## src/ktg_pkg.sv

```systemverilog
// Shared types, key codes and the note frequency table for the keypad tone generator.
// No dependencies; the controller, datapath and top level use it.
package ktg_pkg;

    localparam int unsigned FREQ_W      = 12;
    localparam int unsigned HALF_W      = 10;
    localparam int unsigned CODE_W      = 5;
    localparam int unsigned OCT_W       = 3;
    localparam int unsigned KEYS_W      = 16;
    // divisor holds frequency times the sample count (two), below 8192
    localparam int unsigned DIVISOR_W   = 13;
    localparam int unsigned WAVE_SHIFT  = 1;

    localparam logic [HALF_W-1:0] HALF_MAX     = 10'd1023;
    localparam logic [FREQ_W-1:0] FREQ_RST     = 12'd440;
    localparam logic [OCT_W-1:0]  OCT_RST      = 3'd3;
    localparam logic [7:0]        DAC_HIGH     = 8'd255;
    localparam logic [7:0]        DAC_LOW      = 8'd0;

    localparam logic [CODE_W-1:0] KEY_NONE       = 5'd0;
    localparam logic [CODE_W-1:0] KEY_NOTE_FIRST = 5'd1;
    localparam logic [CODE_W-1:0] KEY_NOTE_LAST  = 5'd7;
    localparam logic [CODE_W-1:0] KEY_OCT_FIRST  = 5'd10;
    localparam logic [CODE_W-1:0] KEY_OCT_LAST   = 5'd16;

    localparam int unsigned NOTE_COUNT = 7;
    localparam int unsigned OCT_COUNT  = 7;

    // floor(base * 2^shift), rows C D E F G A H, columns octave shift 0..6
    localparam logic [FREQ_W-1:0] NOTE_FREQ [NOTE_COUNT][OCT_COUNT] = '{
        '{12'd32, 12'd65,  12'd130, 12'd261, 12'd523, 12'd1046, 12'd2093},
        '{12'd36, 12'd73,  12'd146, 12'd293, 12'd587, 12'd1174, 12'd2349},
        '{12'd41, 12'd82,  12'd164, 12'd329, 12'd659, 12'd1318, 12'd2637},
        '{12'd43, 12'd87,  12'd174, 12'd349, 12'd698, 12'd1396, 12'd2793},
        '{12'd48, 12'd97,  12'd195, 12'd391, 12'd783, 12'd1567, 12'd3135},
        '{12'd55, 12'd110, 12'd220, 12'd440, 12'd880, 12'd1760, 12'd3520},
        '{12'd61, 12'd123, 12'd246, 12'd493, 12'd987, 12'd1975, 12'd3951}
    };

    // controller to datapath
    typedef struct packed {
        logic apply;     // accepted item, update state
        logic div_step;  // one divider iteration
        logic load_out;  // capture result into output register
    } t_ktg_cmd;

    // datapath to controller
    typedef struct packed {
        logic need_div;  // scan decodes a new note key
        logic div_last;  // current iteration is the final one
    } t_ktg_stat;

    function automatic logic [FREQ_W-1:0] note_freq(
        input logic [2:0] note,
        input logic [OCT_W-1:0] shift
    );
        logic [FREQ_W-1:0] f;
        f = '0;
        if (note < 3'(NOTE_COUNT) && shift < 3'(OCT_COUNT)) begin
            f = NOTE_FREQ[note][shift];
        end
        return f;
    endfunction

endpackage

```

## src/keypad_square_tone_generator_core.sv

```systemverilog
// Channel   Dir  Handshake             Payload
// s         in   i_s_tvalid/o_s_tready tdata = keys, tuser = command
// m         out  o_m_tvalid/i_m_tready tdata = dac, note, octave, sounding
//
// Ticks, scans that keep the decoded key and scans of a non-note key load the
// output register on acceptance. A scan that decodes a new note key runs the
// restoring half-period divider for clog2(TICK_RATE+1) steps, one quotient
// bit per cycle. Reset is synchronous, active low, and needs no clearing time.
// The output register holds one item; a new item is taken while it is drained.
//
// Top level of the keypad tone generator; depends on ktg_pkg, ktg_ctrl and
// ktg_datapath.
module keypad_square_tone_generator_core #(
    parameter int unsigned TICK_RATE = 32768
) (
    input  logic        i_clk,
    input  logic        i_rst_n,
    input  logic        i_s_tvalid,
    output logic        o_s_tready,
    input  logic [15:0] i_s_tdata,   // [15:0] keys
    input  logic [0:0]  i_s_tuser,   // [0] command
    output logic        o_m_tvalid,
    input  logic        i_m_tready,
    output logic [15:0] o_m_tdata    // [7:0] dac_sample, [10:8] note_index,
                                     // [13:11] octave_number, [14] sounding, [15] zero
);

    ktg_pkg::t_ktg_cmd  cmd;
    ktg_pkg::t_ktg_stat stat;

    logic [7:0]                dac_sample;
    logic [2:0]                note_index;
    logic [ktg_pkg::OCT_W-1:0] octave_number;
    logic                      sounding;

    ktg_ctrl u_ctrl (
        .i_clk      (i_clk),
        .i_rst_n    (i_rst_n),
        .i_s_tvalid (i_s_tvalid),
        .o_s_tready (o_s_tready),
        .o_m_tvalid (o_m_tvalid),
        .i_m_tready (i_m_tready),
        .i_stat     (stat),
        .o_cmd      (cmd)
    );

    ktg_datapath #(
        .TICK_RATE (TICK_RATE)
    ) u_datapath (
        .i_clk           (i_clk),
        .i_rst_n         (i_rst_n),
        .i_command       (i_s_tuser[0]),
        .i_keys          (i_s_tdata),
        .i_cmd           (cmd),
        .o_stat          (stat),
        .o_dac_sample    (dac_sample),
        .o_note_index    (note_index),
        .o_octave_number (octave_number),
        .o_sounding      (sounding)
    );

    assign o_m_tdata = {1'b0, sounding, octave_number, note_index, dac_sample};

    // no item taken while the divider runs
    a_no_accept_in_div: assert property (@(posedge i_clk) disable iff (!i_rst_n)
        cmd.div_step |-> !o_s_tready)
        else $error("item accepted during divide");

    // a pending result is never overwritten
    a_no_overwrite: assert property (@(posedge i_clk) disable iff (!i_rst_n)
        cmd.load_out |-> (!o_m_tvalid || i_m_tready))
        else $error("output overwritten before taken");

    // a decoded note and the tone being on go together
    a_note_sounds: assert property (@(posedge i_clk) disable iff (!i_rst_n)
        o_m_tvalid |-> ((o_m_tdata[10:8] != 3'd0) == o_m_tdata[14]))
        else $error("note index and sounding disagree");

    // DAC high only while sounding
    a_dac_sounding: assert property (@(posedge i_clk) disable iff (!i_rst_n)
        (o_m_tvalid && (o_m_tdata[7:0] != 8'd0)) |-> o_m_tdata[14])
        else $error("DAC high while silent");

endmodule

```

## src/ktg_ctrl.sv

```systemverilog
// Controller for the keypad tone generator: accept, divide and output handshake.
// Depends on ktg_pkg for the command and status structs.
module ktg_ctrl (
    input  logic              i_clk,
    input  logic              i_rst_n,
    input  logic              i_s_tvalid,
    output logic              o_s_tready,
    output logic              o_m_tvalid,
    input  logic              i_m_tready,
    input  ktg_pkg::t_ktg_stat i_stat,
    output ktg_pkg::t_ktg_cmd  o_cmd
);

    typedef enum logic {
        ST_IDLE,
        ST_DIV
    } t_state;

    t_state r_state;
    logic   r_out_valid;

    always_comb begin
        o_s_tready       = (r_state == ST_IDLE) && (!r_out_valid || i_m_tready);
        o_cmd.apply      = o_s_tready && i_s_tvalid;
        o_cmd.div_step   = (r_state == ST_DIV);
        o_cmd.load_out   = (o_cmd.apply && !i_stat.need_div) ||
                           (o_cmd.div_step && i_stat.div_last);
    end

    assign o_m_tvalid = r_out_valid;

    always_ff @(posedge i_clk) begin
        if (!i_rst_n) begin
            r_state     <= ST_IDLE;
            r_out_valid <= 1'b0;
        end else begin
            unique case (r_state)
                ST_IDLE: begin
                    if (o_cmd.apply && i_stat.need_div) begin
                        r_state <= ST_DIV;
                    end
                end
                ST_DIV: begin
                    if (i_stat.div_last) begin
                        r_state <= ST_IDLE;
                    end
                end
                default: r_state <= ST_IDLE;
            endcase

            if (o_cmd.load_out) begin
                r_out_valid <= 1'b1;
            end else if (i_m_tready) begin
                r_out_valid <= 1'b0;
            end
        end
    end

endmodule

```

## src/ktg_datapath.sv

```systemverilog
// Datapath for the keypad tone generator: key decode, tone state, period divider
// and output register. Depends on ktg_pkg; driven by ktg_ctrl commands.
module ktg_datapath #(
    parameter int unsigned TICK_RATE = 32768
) (
    input  logic                        i_clk,
    input  logic                        i_rst_n,
    input  logic                        i_command,
    input  logic [ktg_pkg::KEYS_W-1:0]  i_keys,
    input  ktg_pkg::t_ktg_cmd           i_cmd,
    output ktg_pkg::t_ktg_stat          o_stat,
    output logic [7:0]                  o_dac_sample,
    output logic [2:0]                  o_note_index,
    output logic [ktg_pkg::OCT_W-1:0]   o_octave_number,
    output logic                        o_sounding
);

    localparam int unsigned TW = $clog2(TICK_RATE + 1);
    localparam int unsigned CW = $clog2(TW);
    localparam logic [TW-1:0] DIVIDEND = TW'(TICK_RATE);
    localparam int unsigned HP_RST_Q = TICK_RATE / (440 * 2);
    localparam logic [ktg_pkg::HALF_W-1:0] HALF_RST =
        (HP_RST_Q > 1023) ? ktg_pkg::HALF_MAX : ktg_pkg::HALF_W'(HP_RST_Q);

    localparam int unsigned FW = ktg_pkg::FREQ_W;
    localparam int unsigned HW = ktg_pkg::HALF_W;
    localparam int unsigned DW = ktg_pkg::DIVISOR_W;

    logic [ktg_pkg::OCT_W-1:0]  r_oct,  n_oct;
    logic [FW-1:0]              r_freq, n_freq;
    logic [HW-1:0]              r_half, n_half;
    logic [HW-1:0]              r_tick, n_tick;
    logic                       r_phase, n_phase;
    logic                       r_tone_on, n_tone_on;
    logic [ktg_pkg::CODE_W-1:0] r_last, n_last;

    logic [DW-1:0] r_divisor, n_divisor;
    logic [DW-1:0] r_rem, n_rem;
    logic [TW-1:0] r_quo, n_quo;
    logic [TW-1:0] r_dvd, n_dvd;
    logic [CW-1:0] r_cnt, n_cnt;

    logic [ktg_pkg::CODE_W-1:0] code;
    logic                       is_note, is_oct;
    logic [HW-1:0]              tick_inc;
    logic [DW:0]                rem_sh;
    logic                       ge;

    // lowest pressed key wins
    always_comb begin
        code = ktg_pkg::KEY_NONE;
        for (int i = ktg_pkg::KEYS_W - 1; i >= 0; i--) begin
            if (i_keys[i]) begin
                code = ktg_pkg::CODE_W'(i + 1);
            end
        end
    end

    assign is_note = (code >= ktg_pkg::KEY_NOTE_FIRST) && (code <= ktg_pkg::KEY_NOTE_LAST);
    assign is_oct  = (code >= ktg_pkg::KEY_OCT_FIRST) && (code <= ktg_pkg::KEY_OCT_LAST);

    assign o_stat.need_div = i_command && is_note && (code != r_last);
    assign o_stat.div_last = (r_cnt == CW'(TW - 1));

    assign tick_inc = r_tick + 1'b1;
    assign rem_sh   = {r_rem, r_dvd[TW-1]};
    assign ge       = (rem_sh >= {1'b0, r_divisor});

    always_comb begin
        n_oct     = r_oct;
        n_freq    = r_freq;
        n_half    = r_half;
        n_tick    = r_tick;
        n_phase   = r_phase;
        n_tone_on = r_tone_on;
        n_last    = r_last;
        n_divisor = r_divisor;
        n_rem     = r_rem;
        n_quo     = r_quo;
        n_dvd     = r_dvd;
        n_cnt     = r_cnt;

        if (i_cmd.apply) begin
            if (!i_command) begin
                n_tick = tick_inc;
                if (tick_inc >= r_half) begin
                    n_tick  = '0;
                    n_phase = !r_phase;
                end
            end else begin
                if (is_note) begin
                    n_freq = ktg_pkg::note_freq(3'(code - ktg_pkg::KEY_NOTE_FIRST), r_oct);
                end else if (is_oct) begin
                    n_oct = ktg_pkg::OCT_W'(code - ktg_pkg::KEY_OCT_FIRST);
                end
                if (code != r_last) begin
                    n_last = code;
                    if (!is_note) begin
                        n_tone_on = 1'b0;
                    end
                end
                // divider setup; only used when a new note is decoded
                n_divisor = DW'(n_freq) << ktg_pkg::WAVE_SHIFT;
                n_rem     = '0;
                n_quo     = '0;
                n_dvd     = DIVIDEND;
                n_cnt     = '0;
            end
        end

        if (i_cmd.div_step) begin
            n_rem = ge ? DW'(rem_sh - {1'b0, r_divisor}) : DW'(rem_sh);
            n_quo = {r_quo[TW-2:0], ge};
            n_dvd = r_dvd << 1;
            n_cnt = r_cnt + 1'b1;
            if (o_stat.div_last) begin
                n_half    = (|n_quo[TW-1:HW]) ? ktg_pkg::HALF_MAX : n_quo[HW-1:0];
                n_tone_on = 1'b1;
            end
        end
    end

    always_ff @(posedge i_clk) begin
        if (!i_rst_n) begin
            r_oct     <= ktg_pkg::OCT_RST;
            r_freq    <= ktg_pkg::FREQ_RST;
            r_half    <= HALF_RST;
            r_tick    <= '0;
            r_phase   <= 1'b0;
            r_tone_on <= 1'b0;
            r_last    <= ktg_pkg::KEY_NONE;
        end else begin
            r_oct     <= n_oct;
            r_freq    <= n_freq;
            r_half    <= n_half;
            r_tick    <= n_tick;
            r_phase   <= n_phase;
            r_tone_on <= n_tone_on;
            r_last    <= n_last;
        end
    end

    always_ff @(posedge i_clk) begin
        r_divisor <= n_divisor;
        r_rem     <= n_rem;
        r_quo     <= n_quo;
        r_dvd     <= n_dvd;
        r_cnt     <= n_cnt;
    end

    // result taken from the updated state
    always_ff @(posedge i_clk) begin
        if (i_cmd.load_out) begin
            o_dac_sample    <= (n_tone_on && n_phase) ? ktg_pkg::DAC_HIGH : ktg_pkg::DAC_LOW;
            o_note_index    <= ((n_last >= ktg_pkg::KEY_NOTE_FIRST) &&
                                (n_last <= ktg_pkg::KEY_NOTE_LAST)) ? n_last[2:0] : 3'd0;
            o_octave_number <= n_oct + 1'b1;
            o_sounding      <= n_tone_on;
        end
    end

endmodule
```

## config.mk

```make
export PLATFORM = sky130hd
export DESIGN_NAME = keypad_square_tone_generator_core
export DESIGN_NICKNAME = d
export VERILOG_FILES = /design/src/ktg_pkg.sv /design/src/keypad_square_tone_generator_core.sv /design/src/ktg_ctrl.sv /design/src/ktg_datapath.sv
export SDC_FILE = /design/constraint.sdc
export NUM_CORES = 1
export LEC_CHECK = 0
export BUFFER_PORTS_ARGS = -buffer_cell sky130_fd_sc_hd__buf_4
export CORE_MARGIN = 5
export CORE_UTILIZATION = 55
export CTS_CLUSTER_DIAMETER = 60
export DETAILED_ROUTE_END_ITERATION = 10
export PLACE_DENSITY = 0.82
export SLEW_MARGIN = 10
export SYNTH_ARGS = -nofsm -noshare
export SYNTH_HDL_FRONTEND = slang
export SYNTH_SLANG_ARGS = --single-unit
```

## constraint.sdc

```tcl
create_clock -name i_clk -period 5.9 [get_ports i_clk]
set_clock_uncertainty 0.05 [all_clocks]
set_input_delay 0.885 -clock i_clk [delete_from_list [all_inputs] [get_ports i_clk]]
set_output_delay 0.885 -clock i_clk [all_outputs]
set_load 0.02 [all_outputs]
```

==> impl_metrics.json <==
{
  "status": "finished, final reports clean",
  "via_per_inst": 6.227,
  "synth_adder_area_share": 0.07901,
  "antennaDiodeCount": 0,
  "grt_use_met1": 0.2826,
  "hold_path.class": "flip-flop to flip-flop",
  "period_share": 0.6798,
  "drive_above_1_share": 0.1274,
  "synth-seq-area-share": 0.4066,
  "htree_num_levels": 3,
  "avgSynthCellArea_um2": 9.158,
  "cts_resized": 0,
  "slowest_stage": "ha_1",
  "num_vias": 5125,
  "drc_errors": 0,
  "path_max_fanout": 19,
  "overflow": 0,
  "comb_power_share": 0.227,
  "routed_wl_mm": 13.67,
  "dp_hpwl_mm": 9.712,
  "path_delay_family": "compound AO/OA/AOI/OAI gates",
  "top_usage_layer": "met2",
  "power_density_nw_per_um2": 248.6,
  "final_common_cell": "nor2_1",
  "min_from": "u_datapath.r_freq[10]$_SDFFE_PN0P_",
  "root_buffer": "clkbuf_8",
  "reg2regPathDepth": 9,
  "start_kind": "primary input",
  "holdPathStages": 2,
  "synth_warnings": 0,
  "ff2ff_setup_slack_ns": 2.23,
  "period_minus_slack_ns": 4.011,
  "tns_ns": 0,
  "synth_top_family_by_area": "simple AND/OR/NAND/NOR gates",
  "final_cell_count_no_fill": 823,
  "maxSlewHeadroom": 0.4051,
  "seq_area_um2": 2472,
  "clockBufferDepth": 2,
  "avgRoutedWirePerCell_um": 16.61,
  "timing.rr.start": "u_ctrl.r_state$_SDFF_PN0_",
  "p_int_mw": 1.153,
  "postSynthCellCount": 664,
  "worst_slew_pin_slew_ns": 0.8891,
  "seqPwrFrac": 0.488,
  "crit_buf_inv": 1,
  "vdd_ir_drop_max_mv": 0.1369,
  "synthDistinctLibCells": 81,
  "holdBufCountCts": 0,
  "synth-seq-cells": 97,
  "mostFrequentLayoutCells": "62 x nor2_1, 61 x nand2_1, 53 x edfxtp_1",
  "die-area_um2": 13260,
  "multi_input_area_um2": 3247,
  "port_buffers": 37,
  "clk_latency_ns": 0.36,
  "arrival_ns": 4.07,
  "first_pass_iters": 6,
  "grt_pass1_vias": 4785,
  "clock_sinks": 97,
  "yosys_most_used_dff": "edfxtp_1",
  "synth.area.mux_share": 0.02942,
  "required_ns": 5.96,
  "met2_usage": 0.3453,
  "setup.worst_path.class": "primary input to flip-flop",
  "p_switching_mw": 0.4841,
  "power_leakage_nw": 2.571,
  "fill_cells": 919,
  "grt_util_met3": 0.03474,
  "worstPathCellList": "buf_4, or3_2, o221ai_1, a21o_1, ha_1, nand2_1, a2111oi_0, or2_2, nor3_1, a31oi_1, nor2_1, o31ai_1, o22ai_1",
  "start_util": 0.5609,
  "cts_setup_buffers": 0,
  "power_switching_share": 0.2958,
  "r2r_end": "u_datapath.o_octave_number[2]$_DFFE_PP_",
  "grt_max_degree": 34,
  "final-hold-violation-count": 0,
  "synth-edff-count": 53,
  "area_growth_pct": 8.272,
  "ys_async_sr_fraction": 0,
  "synth_simple_gate_area_frac": 0.2039,
  "cpPeakStageDelay_ns": 0.55,
  "antenna_found_initial": 0,
  "syn_nets": 722,
  "gr-usage-all-layers": 0.2078,
  "dieWidth_um": 115.1,
  "post-place-cells": 807,
  "clk_pin_slew_worst_paths_ns": 0.09,
  "finalNetCount": 736,
  "ant_nets": 0,
  "fmax_ghz": 0.2493,
  "synth_area_um2": 6081,
  "core-area_um2": 10840,
  "setup_viol": 0,
  "cts_buffers": 9,
  "cp-end-kind": "flip-flop",
  "fp.dieH_um": 115.1,
  "grt_pass1_wl_mm": 22.60,
  "rsz0062_at_grt": "false",
  "io_pins": 39,
  "clockPowerShare": 0.285,
  "synth_compound_area_frac": 0.1895,
  "cap_violations": 0,
  "min_to": "u_datapath.r_freq[10]$_SDFFE_PN0P_",
  "place.gp.congestion": 0.8612,
  "rows": 38,
  "cts_tree": "yes",
  "synth-xor-area-share": 0.03025,
  "dr.first_iter.drc_count": 579,
  "slew_violations": 0
}
cells by family (layout without fill, tap and decap cells):
logic type | after synthesis | count (layout)
AOI/OAI and AO/OA | 161 | 161
xor gates and xnor gates | 21 | 21
adders and majority gates | 38 | 38
buffers and inverters | 80 | 99
DFF | 97 | 97
muxes | 17 | 17
other | 1 | 1
and+or+nand+nor | 249 | 249
routing by layer:
metal / wire [um] / vias to the layer above
li1: - / 2454
met1: 6072 / 2447
met2: 6568 / 204
met3: 795 / 20
met4: 235 / 0
met5: 0 / -
how the worst max path moves through the flow:
stage | start | end | slack (ns) | depth (start not counted)
after CTS | i_s_tdata[8] | u_datapath.r_divisor[5]$_DFFE_PP_ | 1.91 | 13
after global placement | i_s_tdata[8] | u_datapath.r_divisor[5]$_DFFE_PP_ | 1.65 | 13
after global routing | i_s_tdata[8] | u_datapath.r_divisor[5]$_DFFE_PP_ | 1.53 | 13
after detailed placement | i_s_tdata[8] | u_datapath.r_divisor[5]$_DFFE_PP_ | 1.53 | 13
after floorplan | i_s_tdata[8] | u_datapath.r_divisor[1]$_DFFE_PP_ | 2.07 | 12
final | i_s_tdata[8] | u_datapath.r_divisor[5]$_DFFE_PP_ | 1.89 | 13
worst min-delay path, delay by kind of cell, from the launching register on:
family / cells / cell delay [ns]
and+or+nand+nor: 1 / 0.05
AOI/OAI and AO/OA: 1 / 0.06
DFF: 1 / 0.32
state kept, by name (all words and copies together) (netlist names), 4 cells and up:
name                  cells
u_datapath.r_rem         13
u_datapath.r_divisor     12
u_datapath.r_last         5
u_datapath.r_half        10
u_datapath.r_freq        12
u_datapath.r_cnt          4
u_datapath.r_quo         15
u_datapath.r_tick        10
through the flow:
| stage | hold WS, ns | power (mW) | instance area, um^2 | worst slack, ns | utilization |
|---|---|---|---|---|---|
| 6_report | 0.4240 | 1.637 | 6584 | 1.889 | 0.6073 |
| 5_1_grt | 0.4488 | 1.715 | 6584 | 1.533 | 0.6073 |
| 4_1_cts | 0.4219 | 1.643 | 6584 | 1.912 | 0.6073 |
| 3_5_place_dp | 0.4140 | 1.180 | 6360 | 1.526 | 0.5867 |
| 3_3_place_gp | 0.4028 | 1.165 | 6360 | 1.651 | 0.5867 |
| 2_1_floorplan | 0.3944 | 1.082 | 6081 | 2.069 | - |
cell type report:
class                      instances  share of cell area
tap                              140             0.02661
timing repair buffer              41             0.04675
multi-input combinational        487              0.4932
inverter                          42             0.02395
sequential                        97              0.3755
clock buffer                      11             0.02471
clock inverter                     5            0.009312
cells in the mapped netlist (9+ instances only):
library cell	number	area share
a21oi_1	34	0.028
and2_1	22	0.023
buf_4	9	0.011
clkbuf_1	20	0.012
dfxtp_1	44	0.14
edfxtp_1	53	0.26
ha_1	36	0.074
inv_1	39	0.024
mux2i_1	13	0.021
nand2_1	61	0.038
nand3_1	28	0.023
nor2_1	62	0.038
nor2b_1	9	0.0093
nor3_1	17	0.014
o21ai_0	25	0.021
o22ai_1	17	0.017
xnor2_1	16	0.023
power groups by stage:
stage | Sequential, mW | Clock [mW] | Combinational [mW]
floorplan | 0.808 | 0 | 0.274
global placement | 0.811 | 0 | 0.354
detailed placement | 0.813 | 0 | 0.366
CTS | 0.799 | 0.475 | 0.369
global route | 0.804 | 0.500 | 0.410
finish | 0.799 | 0.467 | 0.371
(Power assumes the default switching activity.)
